--- src/fdseq_pkg.sv ---
`timescale 1ns / 1ps
// ----------------------------------------------------------------------------
// fdseq_pkg: shared types and constants of the flip-dot drive sequencer
// Command descriptor, state encodings, action and acknowledge codes.
// ----------------------------------------------------------------------------
package fdseq_pkg;

  localparam int ROW_LINES_DEF  = 24;
  localparam int COL_LINES_DEF  = 16;
  localparam int CMDQ_DEPTH_DEF = 2;

  localparam int MASK_BITS      = 24;
  localparam int ROW_MASK_BITS  = 16;
  localparam int COL_MASK_BITS  = 24;

  localparam logic [15:0] WHITE_RST = 16'd3000;
  localparam logic [15:0] BLACK_RST = 16'd1500;
  localparam logic [7:0]  MASK_RST  = 8'h42;

  localparam logic REG_WHITE = 1'b0;
  localparam logic REG_BLACK = 1'b1;

  localparam logic [2:0] ACT_ROWBIT = 3'd0;
  localparam logic [2:0] ACT_COLBIT = 3'd1;
  localparam logic [2:0] ACT_STROBE = 3'd2;
  localparam logic [2:0] ACT_WHITE  = 3'd3;
  localparam logic [2:0] ACT_BLACK  = 3'd4;
  localparam logic [2:0] ACT_ACK    = 3'd5;

  localparam logic [7:0] ACK_ROW = 8'd82;
  localparam logic [7:0] ACK_COL = 8'd67;

  localparam logic [5:0] ROW_IDX_OFS = 6'd4;

  typedef enum logic [2:0] {
    PH_READY,
    PH_ROW_M0,
    PH_ROW_M1,
    PH_COL_M0,
    PH_COL_M1,
    PH_COL_M2
  } ph_t;

  typedef enum logic [2:0] {
    BK_IDLE,
    BK_INDEX,
    BK_MASK,
    BK_STROBE,
    BK_PULSE,
    BK_ACK
  } bk_t;

  typedef struct packed {
    logic                 is_col;
    logic [5:0]           line_idx;
    logic [MASK_BITS-1:0] mask;
    logic [15:0]          pulse;
  } cmd_t;

endpackage

--- src/flipdot_command_drive_sequencer.sv ---
`timescale 1ns / 1ps
// ----------------------------------------------------------------------------
// flipdot_command_drive_sequencer: flip-dot command parser and drive sequencer
// Parses received bytes into row and column commands and emits drive runs.
// ----------------------------------------------------------------------------
// Usage:
//   Input bytes are written like a queue: drive push with in_rx_byte while
//   full is low. A command byte with bit 5 set starts a row command (two
//   mask bytes follow); else bit 4 set starts a column command (three mask
//   bytes). Other bytes in the ready phase are dropped silently.
//   Results are read like a queue: while empty is low the oldest result sits
//   on the out_ ports; pop takes it. Within a run one result per cycle is
//   produced while pop stays high. The final mask byte is written into the
//   descriptor queue; the sequencer loads it as its current command and then
//   registers the first result of the run. A row run is ROW_LINES + 19
//   results, a column run COL_LINES + 27; between runs the sequencer
//   fetches the next descriptor, and the sequencer's run length sets the rate.
//   Bytes are taken one per cycle until the descriptor queue (CMDQ_DEPTH
//   commands) fills; then full holds the sender off, nothing is dropped.
//   A stalled reader holds the current result and freezes the sequencer.
//   Reset (rst_n low, synchronous) returns the parser to ready, empties the
//   queue and loads the pulse registers with 3000 and 1500 us.
//   cfg_we writes cfg_wdata to register cfg_index (0 white, 1 black pulse).
// ----------------------------------------------------------------------------
module flipdot_command_drive_sequencer #(
  parameter int ROW_LINES  = fdseq_pkg::ROW_LINES_DEF,
  parameter int COL_LINES  = fdseq_pkg::COL_LINES_DEF,
  parameter int CMDQ_DEPTH = fdseq_pkg::CMDQ_DEPTH_DEF
) (
  input  logic        clk,
  input  logic        rst_n,
  input  logic        cfg_we,
  input  logic        cfg_index,
  input  logic [15:0] cfg_wdata,
  input  logic        push,
  output logic        full,
  input  logic [7:0]  in_rx_byte,
  output logic        empty,
  input  logic        pop,
  output logic [2:0]  out_action,
  output logic        out_data_bit,
  output logic [15:0] out_pulse_us,
  output logic [7:0]  out_ack_byte,
  output logic        out_last
);
  import fdseq_pkg::*;

  cmd_t push_cmd;
  cmd_t head_cmd;
  logic q_push;
  logic q_pop;
  logic q_full;
  logic q_empty;
  logic accept;

  assign full   = q_full;
  assign accept = push && !q_full;

  fdseq_front u_front (
    .clk       (clk),
    .rst_n     (rst_n),
    .cfg_we    (cfg_we),
    .cfg_index (cfg_index),
    .cfg_wdata (cfg_wdata),
    .accept    (accept),
    .rx_byte   (in_rx_byte),
    .q_full    (q_full),
    .q_push    (q_push),
    .q_cmd     (push_cmd)
  );

  fdseq_cmdq #(
    .DEPTH (CMDQ_DEPTH)
  ) u_cmdq (
    .clk   (clk),
    .rst_n (rst_n),
    .push  (q_push),
    .wdata (push_cmd),
    .pop   (q_pop),
    .rdata (head_cmd),
    .full  (q_full),
    .empty (q_empty)
  );

  fdseq_back #(
    .ROW_LINES (ROW_LINES),
    .COL_LINES (COL_LINES)
  ) u_back (
    .clk          (clk),
    .rst_n        (rst_n),
    .q_empty      (q_empty),
    .q_cmd        (head_cmd),
    .q_pop        (q_pop),
    .pop          (pop),
    .empty        (empty),
    .out_action   (out_action),
    .out_data_bit (out_data_bit),
    .out_pulse_us (out_pulse_us),
    .out_ack_byte (out_ack_byte),
    .out_last     (out_last)
  );

endmodule

--- src/fdseq_front.sv ---
`timescale 1ns / 1ps
// ----------------------------------------------------------------------------
// fdseq_front: command byte parser
// Collects a command byte and its mask bytes, then pushes one descriptor.
// ----------------------------------------------------------------------------
module fdseq_front (
  input  logic                clk,
  input  logic                rst_n,
  input  logic                cfg_we,
  input  logic                cfg_index,
  input  logic [15:0]         cfg_wdata,
  input  logic                accept,
  input  logic [7:0]          rx_byte,
  input  logic                q_full,
  output logic                q_push,
  output fdseq_pkg::cmd_t     q_cmd
);
  import fdseq_pkg::*;

  ph_t         phase_r, phase_nxt;
  logic [5:0]  idx_r, idx_nxt;
  logic [7:0]  mask0_r, mask1_r;
  logic [15:0] white_r, black_r;

  always_ff @(posedge clk) begin
    if (!rst_n) begin
      phase_r <= PH_READY;
      idx_r   <= '0;
      mask0_r <= MASK_RST;
      mask1_r <= MASK_RST;
      white_r <= WHITE_RST;
      black_r <= BLACK_RST;
    end else begin
      if (cfg_we) begin
        if (cfg_index == REG_WHITE) white_r <= cfg_wdata;
        else                        black_r <= cfg_wdata;
      end
      if (accept) begin
        phase_r <= phase_nxt;
        idx_r   <= idx_nxt;
        if (phase_r == PH_ROW_M0 || phase_r == PH_COL_M0) mask0_r <= rx_byte;
        if (phase_r == PH_ROW_M1 || phase_r == PH_COL_M1) mask1_r <= rx_byte;
      end
    end
  end

  // next phase and line index
  always_comb begin
    phase_nxt = phase_r;
    idx_nxt   = idx_r;
    unique case (phase_r)
      PH_ROW_M0: phase_nxt = PH_ROW_M1;
      PH_ROW_M1: phase_nxt = PH_READY;
      PH_COL_M0: phase_nxt = PH_COL_M1;
      PH_COL_M1: phase_nxt = PH_COL_M2;
      PH_COL_M2: phase_nxt = PH_READY;
      default: begin
        priority if (rx_byte[5]) begin
          phase_nxt = PH_ROW_M0;
          idx_nxt   = {1'b0, rx_byte[4:0]} + ROW_IDX_OFS;
        end else if (rx_byte[4]) begin
          phase_nxt = PH_COL_M0;
          idx_nxt   = {2'b00, rx_byte[3:0]};
        end else begin
          phase_nxt = PH_READY;
        end
      end
    endcase
  end

  // descriptor on the final mask byte
  always_comb begin
    q_push = 1'b0;
    q_cmd  = '0;
    q_cmd.line_idx = idx_r;
    unique case (phase_r)
      PH_ROW_M1: begin
        q_push       = accept;
        q_cmd.is_col = 1'b0;
        q_cmd.mask   = {mask0_r, rx_byte, 8'h00};
        q_cmd.pulse  = white_r;
      end
      PH_COL_M2: begin
        q_push       = accept;
        q_cmd.is_col = 1'b1;
        q_cmd.mask   = {mask0_r, mask1_r, rx_byte};
        q_cmd.pulse  = black_r;
      end
      default: begin
        q_push = 1'b0;
      end
    endcase
  end

`ifndef SYNTHESIS
  a_no_push_full: assert property (@(posedge clk) disable iff (!rst_n)
    q_push |-> !q_full)
    else $error("descriptor pushed into full queue");
`endif

endmodule

--- src/fdseq_cmdq.sv ---
`timescale 1ns / 1ps
// ----------------------------------------------------------------------------
// fdseq_cmdq: command descriptor queue
// Small first-in first-out buffer between parser and drive sequencer.
// ----------------------------------------------------------------------------
module fdseq_cmdq #(
  parameter int DEPTH = fdseq_pkg::CMDQ_DEPTH_DEF
) (
  input  logic            clk,
  input  logic            rst_n,
  input  logic            push,
  input  fdseq_pkg::cmd_t wdata,
  input  logic            pop,
  output fdseq_pkg::cmd_t rdata,
  output logic            full,
  output logic            empty
);
  import fdseq_pkg::*;

  localparam int PTR_W = (DEPTH > 1) ? $clog2(DEPTH) : 1;
  localparam int CNT_W = $clog2(DEPTH + 1);

  cmd_t             entry_r [DEPTH];
  logic [PTR_W-1:0] wr_ptr_r, rd_ptr_r;
  logic [CNT_W-1:0] count_r;

  function automatic logic [PTR_W-1:0] ptr_inc(input logic [PTR_W-1:0] p);
    ptr_inc = (p == PTR_W'(DEPTH - 1)) ? '0 : p + 1'b1;
  endfunction

  assign full  = (count_r == CNT_W'(DEPTH));
  assign empty = (count_r == '0);
  assign rdata = entry_r[rd_ptr_r];

  always_ff @(posedge clk) begin
    if (push) entry_r[wr_ptr_r] <= wdata;
  end

  always_ff @(posedge clk) begin
    if (!rst_n) begin
      wr_ptr_r <= '0;
      rd_ptr_r <= '0;
      count_r  <= '0;
    end else begin
      if (push) wr_ptr_r <= ptr_inc(wr_ptr_r);
      if (pop)  rd_ptr_r <= ptr_inc(rd_ptr_r);
      if (push && !pop)      count_r <= count_r + 1'b1;
      else if (pop && !push) count_r <= count_r - 1'b1;
    end
  end

endmodule

--- src/fdseq_back.sv ---
`timescale 1ns / 1ps
// ----------------------------------------------------------------------------
// fdseq_back: drive run sequencer
// Expands one command descriptor into chain bits, strobe, pulse and ack.
// ----------------------------------------------------------------------------
module fdseq_back #(
  parameter int ROW_LINES = fdseq_pkg::ROW_LINES_DEF,
  parameter int COL_LINES = fdseq_pkg::COL_LINES_DEF
) (
  input  logic            clk,
  input  logic            rst_n,
  input  logic            q_empty,
  input  fdseq_pkg::cmd_t q_cmd,
  output logic            q_pop,
  input  logic            pop,
  output logic            empty,
  output logic [2:0]      out_action,
  output logic            out_data_bit,
  output logic [15:0]     out_pulse_us,
  output logic [7:0]      out_ack_byte,
  output logic            out_last
);
  import fdseq_pkg::*;

  localparam int MAXL  = (ROW_LINES > COL_LINES) ? ROW_LINES : COL_LINES;
  localparam int MAXN  = (MAXL > MASK_BITS) ? MAXL : MASK_BITS;
  localparam int CNT_W = $clog2(MAXN);

  bk_t                  state_r, state_nxt;
  logic [CNT_W-1:0]     cnt_r, cnt_nxt;
  logic [MASK_BITS-1:0] sh_r, sh_nxt;
  cmd_t                 cur_r;

  logic                 out_valid_r;
  logic [2:0]           act_r;
  logic                 bit_r;
  logic [15:0]          pulse_r;
  logic [7:0]           ack_r;
  logic                 last_r;

  logic                 adv;
  logic                 emit;
  logic [2:0]           act_c;
  logic                 bit_c;
  logic [15:0]          pulse_c;
  logic [7:0]           ack_c;
  logic                 last_c;
  logic [CNT_W-1:0]     idx_end;
  logic [CNT_W-1:0]     mask_end;

  // output stage free or draining this cycle
  assign adv      = !out_valid_r || pop;
  assign idx_end  = cur_r.is_col ? CNT_W'(COL_LINES - 1) : CNT_W'(ROW_LINES - 1);
  assign mask_end = cur_r.is_col ? CNT_W'(COL_MASK_BITS - 1) : CNT_W'(ROW_MASK_BITS - 1);

  // next state
  always_comb begin
    state_nxt = state_r;
    cnt_nxt   = cnt_r;
    sh_nxt    = sh_r;
    unique case (state_r)
      BK_IDLE: begin
        if (!q_empty) begin
          state_nxt = BK_INDEX;
          cnt_nxt   = '0;
          sh_nxt    = q_cmd.mask;
        end
      end
      BK_INDEX: begin
        if (adv) begin
          if (cnt_r == idx_end) begin
            state_nxt = BK_MASK;
            cnt_nxt   = '0;
          end else begin
            cnt_nxt = cnt_r + 1'b1;
          end
        end
      end
      BK_MASK: begin
        if (adv) begin
          sh_nxt = {sh_r[MASK_BITS-2:0], 1'b0};
          if (cnt_r == mask_end) begin
            state_nxt = BK_STROBE;
            cnt_nxt   = '0;
          end else begin
            cnt_nxt = cnt_r + 1'b1;
          end
        end
      end
      BK_STROBE: if (adv) state_nxt = BK_PULSE;
      BK_PULSE:  if (adv) state_nxt = BK_ACK;
      BK_ACK:    if (adv) state_nxt = BK_IDLE;
      default:   state_nxt = BK_IDLE;
    endcase
  end

  // result for the current step
  always_comb begin
    q_pop   = 1'b0;
    emit    = 1'b0;
    act_c   = ACT_ROWBIT;
    bit_c   = 1'b0;
    pulse_c = '0;
    ack_c   = '0;
    last_c  = 1'b0;
    unique case (state_r)
      BK_IDLE: q_pop = !q_empty;
      BK_INDEX: begin
        emit  = adv;
        act_c = cur_r.is_col ? ACT_COLBIT : ACT_ROWBIT;
        bit_c = (32'(cnt_r) == 32'(cur_r.line_idx));
      end
      BK_MASK: begin
        emit  = adv;
        act_c = cur_r.is_col ? ACT_ROWBIT : ACT_COLBIT;
        bit_c = sh_r[MASK_BITS-1];
      end
      BK_STROBE: begin
        emit  = adv;
        act_c = ACT_STROBE;
      end
      BK_PULSE: begin
        emit    = adv;
        act_c   = cur_r.is_col ? ACT_BLACK : ACT_WHITE;
        pulse_c = cur_r.pulse;
      end
      BK_ACK: begin
        emit   = adv;
        act_c  = ACT_ACK;
        ack_c  = cur_r.is_col ? ACK_COL : ACK_ROW;
        last_c = 1'b1;
      end
      default: q_pop = 1'b0;
    endcase
  end

  always_ff @(posedge clk) begin
    if (!rst_n) begin
      state_r     <= BK_IDLE;
      cnt_r       <= '0;
      out_valid_r <= 1'b0;
    end else begin
      state_r <= state_nxt;
      cnt_r   <= cnt_nxt;
      if (emit)     out_valid_r <= 1'b1;
      else if (pop) out_valid_r <= 1'b0;
    end
  end

  always_ff @(posedge clk) begin
    sh_r <= sh_nxt;
    if (q_pop) cur_r <= q_cmd;
    if (emit) begin
      act_r   <= act_c;
      bit_r   <= bit_c;
      pulse_r <= pulse_c;
      ack_r   <= ack_c;
      last_r  <= last_c;
    end
  end

  assign empty        = !out_valid_r;
  assign out_action   = act_r;
  assign out_data_bit = bit_r;
  assign out_pulse_us = pulse_r;
  assign out_ack_byte = ack_r;
  assign out_last     = last_r;

`ifndef SYNTHESIS
  a_last_is_ack: assert property (@(posedge clk) disable iff (!rst_n)
    (out_valid_r && last_r) |-> (act_r == ACT_ACK))
    else $error("last flag on a result other than acknowledge");

  a_pop_when_idle: assert property (@(posedge clk) disable iff (!rst_n)
    q_pop |=> (state_r == BK_INDEX) && (cnt_r == '0))
    else $error("descriptor taken without starting a run");

  a_idx_range: assert property (@(posedge clk) disable iff (!rst_n)
    (state_r == BK_INDEX) |-> (cnt_r <= idx_end))
    else $error("index step counter past chain length");

  a_no_drop: assert property (@(posedge clk) disable iff (!rst_n)
    (out_valid_r && !pop) |=> out_valid_r)
    else $error("waiting result lost");
`endif

endmodule
--- config.mk ---
export PLATFORM = sky130hd
export DESIGN_NAME = flipdot_command_drive_sequencer
export DESIGN_NICKNAME = d
export VERILOG_FILES = /design/src/fdseq_pkg.sv /design/src/flipdot_command_drive_sequencer.sv /design/src/fdseq_front.sv /design/src/fdseq_cmdq.sv /design/src/fdseq_back.sv
export SDC_FILE = /design/constraint.sdc
export NUM_CORES = 1
export LEC_CHECK = 0
export BUFFER_PORTS_ARGS = -buffer_cell sky130_fd_sc_hd__clkbuf_2
export CORE_MARGIN = 2
export CORE_UTILIZATION = 54
export CTS_CLUSTER_SIZE = 16
export DETAILED_ROUTE_END_ITERATION = 10
export PLACE_DENSITY = 0.77
export SLEW_MARGIN = 10
export SYNTH_ARGS = -nofsm -noshare
export SYNTH_HDL_FRONTEND = slang
export SYNTH_SLANG_ARGS = --single-unit
--- constraint.sdc ---
create_clock -name clk -period 4.5 [get_ports clk]
set_clock_uncertainty 0.05 [all_clocks]
set_input_delay 0.225 -clock clk [delete_from_list [all_inputs] [get_ports clk]]
set_output_delay 0.225 -clock clk [all_outputs]
set_load 0.01 [all_outputs]
After elaboration in Yosys (flattened, before gate mapping)
Memories as Yosys holds them, arrays and structs flattened. A register that Yosys moved wholly into a read port is not among the register bits.
Cells that the tools add are included.
{ "word_totals": {"reg_bits": 146, "ramBits": 94, "in_bits": 30, "output_inout_bits": 31, "elab_cells": 128, "memories": 1} }
{ "op_classes": {"n_addsub": 6, "eq_ne": 22, "mux": 47, "bitwise_logic": 2, "n_reduce_logical": 29} }
{ "mem_list": {"columns": ["name", "words", "width", "rd", "rd_clocked_by_memory_dff", "write_ports", "line", "rtl"], "rows": [
  ["u_cmdq.entry_r", 2, 47, 1, 1, 1, "fdseq_cmdq.sv:23", "cmd_t entry_r [DEPTH];"]
]} }
{ "op_table": {"columns": ["operator", "count"], "rows": [
  ["one-hot mux 40 bit (2 select lines)", 1],
  ["2-to-1 mux 24 bit", 2],
  ["one-hot mux 24 bit (2 select lines)", 1],
  ["2-to-1 mux 5 bit", 8],
  ["2-to-1 mux 3 bit", 10],
  ["one-hot mux 3 bit (6 select lines)", 1],
  ["2-to-1 mux 1 bit", 15],
  ["one-hot mux 3 bit (5 select lines)", 1],
  ["one-hot mux 5 bit (3 select lines)", 1],
  ["inequality test 2 x 1 -> 1 bit (second input constant)", 7],
  ["== test 3 x 2 -> 1 bit (second input constant)", 4],
  ["== test 3 bit (second input constant)", 4],
  ["2-to-1 mux 6 bit", 2],
  ["one-hot mux 3 bit (4 select lines)", 1],
  ["== test 5 bit", 2],
  ["OR reduction 5 bit", 2],
  ["AND reduction 2 bit", 4],
  ["AND reduction 8 bit", 1],
  ["nonzero test 2 bit", 4],
  ["adder 5 x 3 -> 6 bit (second input constant)", 1],
  ["== test 3 x 1 -> 1 bit (second input constant)", 2],
  ["== test 5 x 6 -> 1 bit", 1],
  ["2-to-1 mux 2 bit", 3],
  ["AND reduction 3 bit", 2],
  ["16 further kinds", 26]
]} }

Depth between registers and ports, before layout
Gate-level depths: netlist (run 1).
{ "logic_depth": {"word_depth": 8, "ltp_mapped": 9} }

Cells and area by module
A second synthesis (run 1) with hierarchy kept.
{ "unflattened": {"hier_cells": 716, "hier_area_um2": 9734.3} }
{ "by_module_without_submodules": {"columns": ["module", "n_inst", "cells_per_inst", "area_each_um2", "seq_area_each_um2"], "rows": [
  ["fdseq_cmdq", 1, 168, 3617.2, 2922.8],
  ["fdseq_back", 1, 230, 3387.0, 2312.2],
  ["fdseq_front", 1, 317, 2716.4, 1141.1],
  ["flipdot_command_drive_sequencer", 1, 1, 13.8, 0.0]
]} }

Worst setup path after synthesis (run 1)
No wires, ideal clock.
{ "synth_timing": {"path_type": "register to register", "start": "register u_front.phase_r[1]", "end": "memory u_cmdq.entry_r[0][0] in the netlist's numbering (enable)", "setup_ns": 0.510, "t_arrival_ns": 4.192, "required_time_ns": 3.940, "slack_ns": -0.251, "path_stages_with_launch": 6, "path_buffers": 2, "synth_period_minus_slack_ns": 4.751, "path_cell_list": "dfxtp_1 buf_2 and3b_1 clkbuf_1 nor2_2 nor3_1"} }
{ "synth_between": {"elab_chain_len": 5, "word_cells_on_any_way": 6, "cone_classes": "eq/ne (2); mux (3); reduce/logical (1)"} }
{ "synth_lines": {"columns": ["item", "line", "rtl"], "rows": [
  ["start: declaration", "fdseq_front.sv:20", "ph_t phase_r, phase_nxt;"],
  ["start signal: assignment", "fdseq_front.sv:39", "phase_r <= phase_nxt;"],
  ["== test 3 bit / == test 3 x 2 -> 1 bit (equally long branches)", "fdseq_front.sv:76", "unique case (phase_r)"],
  ["OR reduction 2 bit (no source line) (*)", null, null],
  ["2-to-1 mux 1 bit (*)", "fdseq_front.sv:76", null],
  ["2-to-1 mux 1 bit (*)", "fdseq_cmdq.sv:36", "if (push) entry_r[wr_ptr_r] <= wdata;"],
  ["2-to-1 mux 1 bit (implied by the code) (*)", "fdseq_cmdq.sv:36", null],
  ["end: declaration", "fdseq_cmdq.sv:23", null]
]} }
Mark *: on every way between the ends. The rest lies on a longest branch, timed or not.

Worst setup path after layout (run 1)
{ "layout_timing": {"start": "register u_front.phase_r[2]", "end": "memory u_cmdq.entry_r[1][24] in the netlist's numbering (enable)"} }
{ "layout_between": {"elab_chain_len": 5, "word_cells_on_any_way": 6, "cone_classes": "eq/ne (2); mux (3); reduce/logical (1)"} }
{ "layout_lines": {"columns": ["item", "line", "rtl"], "rows": [
  ["== test 3 bit / == test 3 x 2 -> 1 bit (equally long branches)", "fdseq_front.sv:76", null],
  ["OR reduction 2 bit (no source line) (*)", null, null],
  ["2-to-1 mux 1 bit (*)", "fdseq_front.sv:76", null],
  ["net q_push", "flipdot_command_drive_sequencer.sv:50", "logic q_push;"],
  ["2-to-1 mux 1 bit (*)", "fdseq_cmdq.sv:36", null],
  ["2-to-1 mux 1 bit (implied by the code) (*)", "fdseq_cmdq.sv:36", null]
]} }
The timed path passes the listed nets; every way through them passes the cells marked *.

==> impl_metrics.py, run 1 <==
metrics = {
    "status": {
        "status": "complete, no violations",
    },
    "detailed_routing": {
        "first_iter_violations": 532,
        "drcViolationCount": 0,
        "finalWirelength_mm": 17.1,
        "wl_per_cell_um": 16.9,
        "first_pass_iters": 5,
        "avgViaCountPerCell": 5.51,
        "ant_nets": 0,
        "num_vias": 5597,
    },
    "power": {
        "comb_power_share": 0.191,
        "powerDensity_nw_per_um2": 574,
        "sw_frac_of_total": 0.273,
        "clock_power_share": 0.317,
        "power.internal_mw": 4.45,
        "p_sw_mw": 1.67,
        "p_leak_nw": 3.98,
        "seqPwrFrac": 0.491,
        "vdd_drop_max_mv": 0.293,
    },
    "sta": {
        "rsz0062_at_grt": "false",
        "max_freq_ghz": 0.359,
        "worstMarginPinSlew_ps": 1190,
        "layout_min_cycle_time_ps": 2780,
        "setup_viol": 0,
        "slew_violations": 0,
        "period_share": 0.618,
        "max-slew-margin-rel": 0.206,
        "hold_viol_final": 0,
        "fin_tns_setup_ps": 0,
    },
    "floorplanning": {
        "die_area_um2": 18300,
        "die_y_um": 135,
        "core_area_um2": 17100,
        "io_pins": 61,
        "start_util": 0.547,
        "rows": 48,
        "dieWidth_um": 135,
    },
    "clock_network": {
        "post_cts_buffers": 0,
        "clk_pin_slew_ps": 60,
        "cts_hold_buf": 17,
        "clock_latency_ps": 500,
        "cts_buffers": 23,
        "htree_levels": 1,
        "root_buffer": "clkbuf_16",
        "cts.sinks": 236,
        "cts_buffer_depth": 3,
        "post_cts.resized_instances": 0,
        "cts_tree": "done",
    },
    "yosys": {
        "yosysUniqueCellTypes": 53,
        "synth_compound_area_frac": 0.0725,
        "netlist_area_um2": 9320,
        "yosys_warnings": 0,
        "synthAdderAreaFrac": 0.00510,
        "synthArstFlopShare": 0,
        "synthSimpleGateAreaFrac": 0.119,
        "ys_ff_latch": 236,
        "ys.flop_type": "edfxtp_1",
        "synth_seq_area_share": 0.684,
        "synth_xor_area_frac": 0.0132,
        "synth_top_family_by_area": "simple AND/OR/NAND/NOR gates",
        "avgSynthCellArea_um2": 13.0,
        "muxShareOfSynthArea": 0.0783,
        "synth_cells": 718,
        "synth-edff-count": 165,
    },
    "layout": {
        "drive_above_1_share": 0.173,
        "antenna_cells": 0,
        "post_layout_nonfiller_instances": 1015,
        "fin_nets": 806,
        "post-route-util": 0.626,
        "nFillCells": 1227,
        "areaGrowthSynthToFinish_pct": 14.5,
    },
    "critical_path": {
        "crit_required_ps": 4560,
        "critical_path_arrival_ps": 2840,
        "startpoint_type": "flop",
        "cp_max_fo": 47,
        "end_kind": "flop",
        "worstSetupPathType": "flop to flop",
    },
    "flow_run": {
        "cap_violations": 0,
    },
    "grt": {
        "gr-total-overflow": 0,
        "antenna_found_initial": 0,
        "grt_first_pass_wirelength_mm": 27.1,
        "grt_max_degree": 48,
        "grt_pass1_vias": 5289,
        "grt_usage": 0.187,
    },
    "placed_design": {
        "numPlacedInstances": 956,
        "gp_congestion": 0.828,
        "dp_hpwl_mm": 11.0,
        "place.port_buffers": 56,
    },
    "hold_path": {
        "worstHoldPathType": "input port to flop",
    },
}
cell usage in the layout, fill, tap and decap left out, types with 2 or more instances in the layout:
cell / n
a21oi_1: 28
a22o_1: 24
and2_1: 13
and3_1: 17
buf_4: 6
bufinv_16: 4
clkbuf_1: 2
clkbuf_16: 23
clkbuf_2: 56
clkinv_1: 6
clkinv_2: 3
conb_1: 4
dfxtp_1: 70
dlygate4sd3_1: 17
edfxtp_1: 165
ha_1: 3
inv_1: 8
mux2_2: 23
mux2i_1: 47
nand2_1: 103
nand2b_1: 3
nand3_1: 19
nand4_1: 2
nor2_1: 35
nor2_2: 5
nor2b_1: 14
nor3_1: 3
nor4_1: 3
o21a_1: 4
o21ai_0: 18
o21ai_1: 12
o2bb2ai_1: 2
or2_1: 2
or3_1: 4
xnor2_1: 8
xor2_1: 6
flip-flops by register name, indices dropped and copies added (netlist names), 5 cells and up, named ones only:
name                 cells
u_cmdq.entry_r          94
u_back.sh_r             24
u_back.cur_r            23
u_back.out_pulse_us     16
u_front.black_r         16
u_front.white_r         16
u_front.mask0_r          8
u_front.mask1_r          8
u_front.idx_r            6
u_back.cnt_r             5
logic make-up (layout without fill, tap and decap cells):
kind of cell / count (synthesis) / after routing
fa+ha+maj: 4 / 4
flops: 236 / 236
xor+xnor: 14 / 14
compound gates: 100 / 100
simple gates: 233 / 233
mux: 70 / 70
buf+inv: 60 / 129
other cells: 1 / 4
power groups by stage:
stage / clock network, mW / logic [mW] / registers (mW)
after CTS: 1.97 / 1.18 / 3.01
after detailed placement: 0 / 1.16 / 3.06
after global routing: 2.04 / 1.29 / 3.05
after floorplan: 0 / 0.847 / 3.03
after global placement: 0 / 1.11 / 3.04
final: 1.94 / 1.17 / 3.01
cells in the mapped netlist (4+ instances only):
library cell	number	area share
and2_1	14	0.0094
mux2i_1	47	0.050
o21a_1	4	0.0032
a21oi_1	28	0.015
xor2_1	6	0.0056
nand2_1	103	0.041
edfxtp_1	165	0.53
buf_4	6	0.0048
mux2_2	23	0.028
nand3_1	19	0.010
dfxtp_1	71	0.15
nor2b_1	14	0.0094
buf_1	4	0.0016
o21ai_0	18	0.0097
inv_1	8	0.0032
and3_1	17	0.011
or3_1	4	0.0027
xnor2_1	8	0.0075
a22o_1	24	0.023
buf_2	10	0.0054
clkbuf_1	32	0.013
nor3_1	4	0.0021
nor2_1	37	0.015
o21ai_1	12	0.0064
area by class of cell:
type	count	area [µm²]	area share
Clock buffer	25	583	0.0546
Clock inverter	17	188	0.0176
Inverter	8	30.0	0.00281
Multi-Input combinational cell	425	2710	0.254
Sequential cell	236	6380	0.598
Tap cell	225	282	0.0264
Timing Repair Buffer	79	495	0.0464
critical path: stages (launching register included):
cell	delay, ps
dfxtp_1	510
and3b_1	220
buf_4	330
nor2_2	180
nor2_2	170
and2_2	930
final timing paths:
kind / startpoint / endpoint / slack [ps] / depth (start not counted)
hold / removal: in_rx_byte[7] / u_front.mask0_r[7] / 10 / 3
hold reg to reg: u_front.idx_r[3] / u_cmdq.entry_r[1][43] / 410 / 0
setup reg to reg: u_front.phase_r[2] / u_cmdq.entry_r[1][24] / 1720 / 5
setup / recovery: u_front.phase_r[2] / u_cmdq.entry_r[1][24] / 1720 / 5
per-stage QoR:
stage / power [mW] / setup slack, ps / area [µm²] / hold WS [ps]
2_1_floorplan: 3.87 / 1190 / 9340 / 299
3_3_place_gp: 4.14 / 1830 / 9730 / 388
3_5_place_dp: 4.21 / 1710 / 9730 / 393
4_1_cts: 6.16 / 1690 / 10700 / 0.904
5_1_grt: 6.38 / 1510 / 10700 / 34.7
6_report: 6.12 / 1720 / 10700 / 11.6
per-layer routing:
metal	vias up	share of wire	track usage
li1	2677	-	-
met5	-	0	0
met2	203	0.48	0.303
met4	0	0.0080	0.0405
met3	11	0.055	0.0258
met1	2706	0.46	0.272
Note: power is estimated with default switching activity, not from simulation.
==> run 2: changes to the inputs <==
--- a/config.mk
+++ b/config.mk
@@ -7,10 +7,10 @@
 export LEC_CHECK = 0
 export BUFFER_PORTS_ARGS = -buffer_cell sky130_fd_sc_hd__clkbuf_2
 export CORE_MARGIN = 2
-export CORE_UTILIZATION = 54
+export CORE_UTILIZATION = 60
 export CTS_CLUSTER_SIZE = 16
 export DETAILED_ROUTE_END_ITERATION = 10
-export PLACE_DENSITY = 0.77
+export PLACE_DENSITY = 0.81
 export SLEW_MARGIN = 10
 export SYNTH_ARGS = -nofsm -noshare
 export SYNTH_HDL_FRONTEND = slang
==> constraint.sdc (replaced) <==
create_clock -name clk -period 2.6 [get_ports clk]
set_clock_uncertainty 0.05 [all_clocks]
set_input_delay 0.13 -clock clk [delete_from_list [all_inputs] [get_ports clk]]
set_output_delay 0.13 -clock clk [all_outputs]
set_load 0.01 [all_outputs]
==> impl_metrics.py, run 2 (synthesis gave the netlist of run 1 again) <==
metrics = {
    "floorplanning": {
        "rows": 45,
        "die_y_um": 129,
        "core_area_um2": 15200,
        "io_pins": 61,
        "die_area_um2": 16500,
        "dieWidth_um": 129,
        "start_util": 0.613,
    },
    "placed_design": {
        "pre_cts_slack_ps": 466,
        "dp_hpwl_mm": 11.3,
        "place.port_buffers": 56,
        "gp_congestion": 0.798,
    },
    "power": {
        "p_leak_nw": 4.11,
        "sw_frac_of_total": 0.267,
        "seqPwrFrac": 0.475,
        "power.internal_mw": 8.04,
        "vdd_drop_max_mv": 0.550,
        "powerDensity_nw_per_um2": 1010,
        "comb_power_share": 0.193,
        "clock_power_share": 0.332,
        "p_sw_mw": 2.93,
    },
    "layout": {
        "largest-register": "u_cmdq.entry_r",
        "areaGrowthSynthToFinish_pct": 16.5,
        "antenna_cells": 0,
        "layout_common_cells": "165 x edfxtp_1, 103 x nand2_1, 70 x dfxtp_1, 56 x clkbuf_2, 47 x mux2i_1",
        "final_common_cell": "edfxtp_1",
        "register_area_um2": 6380,
        "largest_reg_flops": 94,
        "multi_input_area_um2": 2710,
        "reg_top3": "u_cmdq.entry_r (94), u_back.sh_r (24), u_back.cur_r (23)",
        "drive_above_1_share": 0.185,
        "nFillCells": 937,
        "fin_nets": 822,
    },
    "clock_network": {
        "clock_latency_ps": 500,
        "cts_buffers": 23,
        "clk_pin_slew_ps": 60,
        "post_cts_buffers": 0,
        "cts_tree": "done",
        "cts.sinks": 236,
        "htree_levels": 1,
        "root_buffer": "clkbuf_16",
        "cts_buffer_depth": 3,
        "post_cts.resized_instances": 0,
    },
    "detailed_routing": {
        "first_pass_iters": 6,
        "avgViaCountPerCell": 5.83,
        "ant_nets": 0,
        "wl_per_cell_um": 18.3,
        "drcViolationCount": 0,
        "first_iter_violations": 774,
        "finalWirelength_mm": 18.2,
        "num_vias": 5796,
    },
    "sta": {
        "finalWorstSetupSlack_ps": 417,
        "setup_viol": 0,
        "max_freq_ghz": 0.458,
        "hold_viol_final": 0,
        "layout_min_cycle_time_ps": 2180,
        "slew_violations": 0,
        "max-slew-margin-rel": 0.280,
        "period_share": 0.840,
        "rsz0062_at_grt": "false",
        "fin_tns_setup_ps": 0,
        "worstMarginPinSlew_ps": 1080,
    },
    "hold_path": {
        "worstHoldPathType": "input port to flop",
    },
    "grt": {
        "grt_pass1_vias": 5478,
        "gr-total-overflow": 0,
        "grt_max_degree": 48,
        "antenna_found_initial": 0,
        "grt_usage": 0.220,
        "grt_first_pass_wirelength_mm": 28.4,
    },
    "critical_path": {
        "rrSetupSlack_ps": 420,
        "startpoint_type": "flop",
        "critical_path_arrival_ps": 2570,
        "end_kind": "flop",
        "cp_max_fo": 13,
        "crit_required_ps": 2980,
        "worstSetupPathType": "flop to flop",
    },
    "status": {
        "status": "complete, no violations",
    },
    "flow_run": {
        "cap_violations": 0,
    },
}
## run 2: timing repair
action	CTS	global route
hold endpoints to repair	53	0
hold buffers	24	0
endpoints found under the setup margin	0	0
## run 2: final timing paths
kind / start / end / cells after the start
min reg2reg: u_front.white_r[2] / u_front.white_r[2] / 2
min: push / u_front.phase_r[0] / 4
max: u_back.state_r[0] / u_cmdq.count_r[1] / 5
max reg2reg: u_back.state_r[0] / u_cmdq.count_r[1] / 5
## run 2: area by class of cell
type                       instances  share of cell area
sequential                       236               0.587
clock buffer                      29              0.0578
timing repair buffer              95              0.0606
multi-input combinational        425               0.250
clock inverter                    13              0.0199
tap                              188              0.0217
inverter                           8             0.00277
## run 2: critical path: stages, from the launching register on
cell and delay [ps]:
dfxtp_1 430, or3_4 480, or2_1 300, ha_1 340, or3_1 380, a21oi_1 140
## run 2: metrics by stage
stage                     hold slack, ps   util  std cells  power (mW)  area, µm²
final                               21.0  0.714        994        11.0      10900
after global routing                22.1  0.714        994        11.4      10900
after CTS                           3.49  0.714        994        11.0      10900
after detailed placement             320  0.643        928        7.35       9770
after global placement               311  0.643        928        7.23       9770
after floorplan                      204      -        721        6.71       9350
## run 2: power groups by stage
stage | clock (mW) | combinational, mW | sequential [mW]
6_report | 3.65 | 2.12 | 5.21
5_1_grt | 3.84 | 2.32 | 5.27
4_1_cts | 3.68 | 2.12 | 5.21
3_5_place_dp | 0 | 2.07 | 5.28
3_3_place_gp | 0 | 1.99 | 5.24
2_1_floorplan | 0 | 1.47 | 5.24
## run 2: layer usage
layer	routed length [µm]	track usage	share of wire	up-vias
met4	380	0.0652	0.021	0
li1	-	-	-	2709
met1	7970	0.335	0.44	2796
met3	1270	0.0291	0.070	39
met2	8530	0.336	0.47	252
met5	0	0	0	-
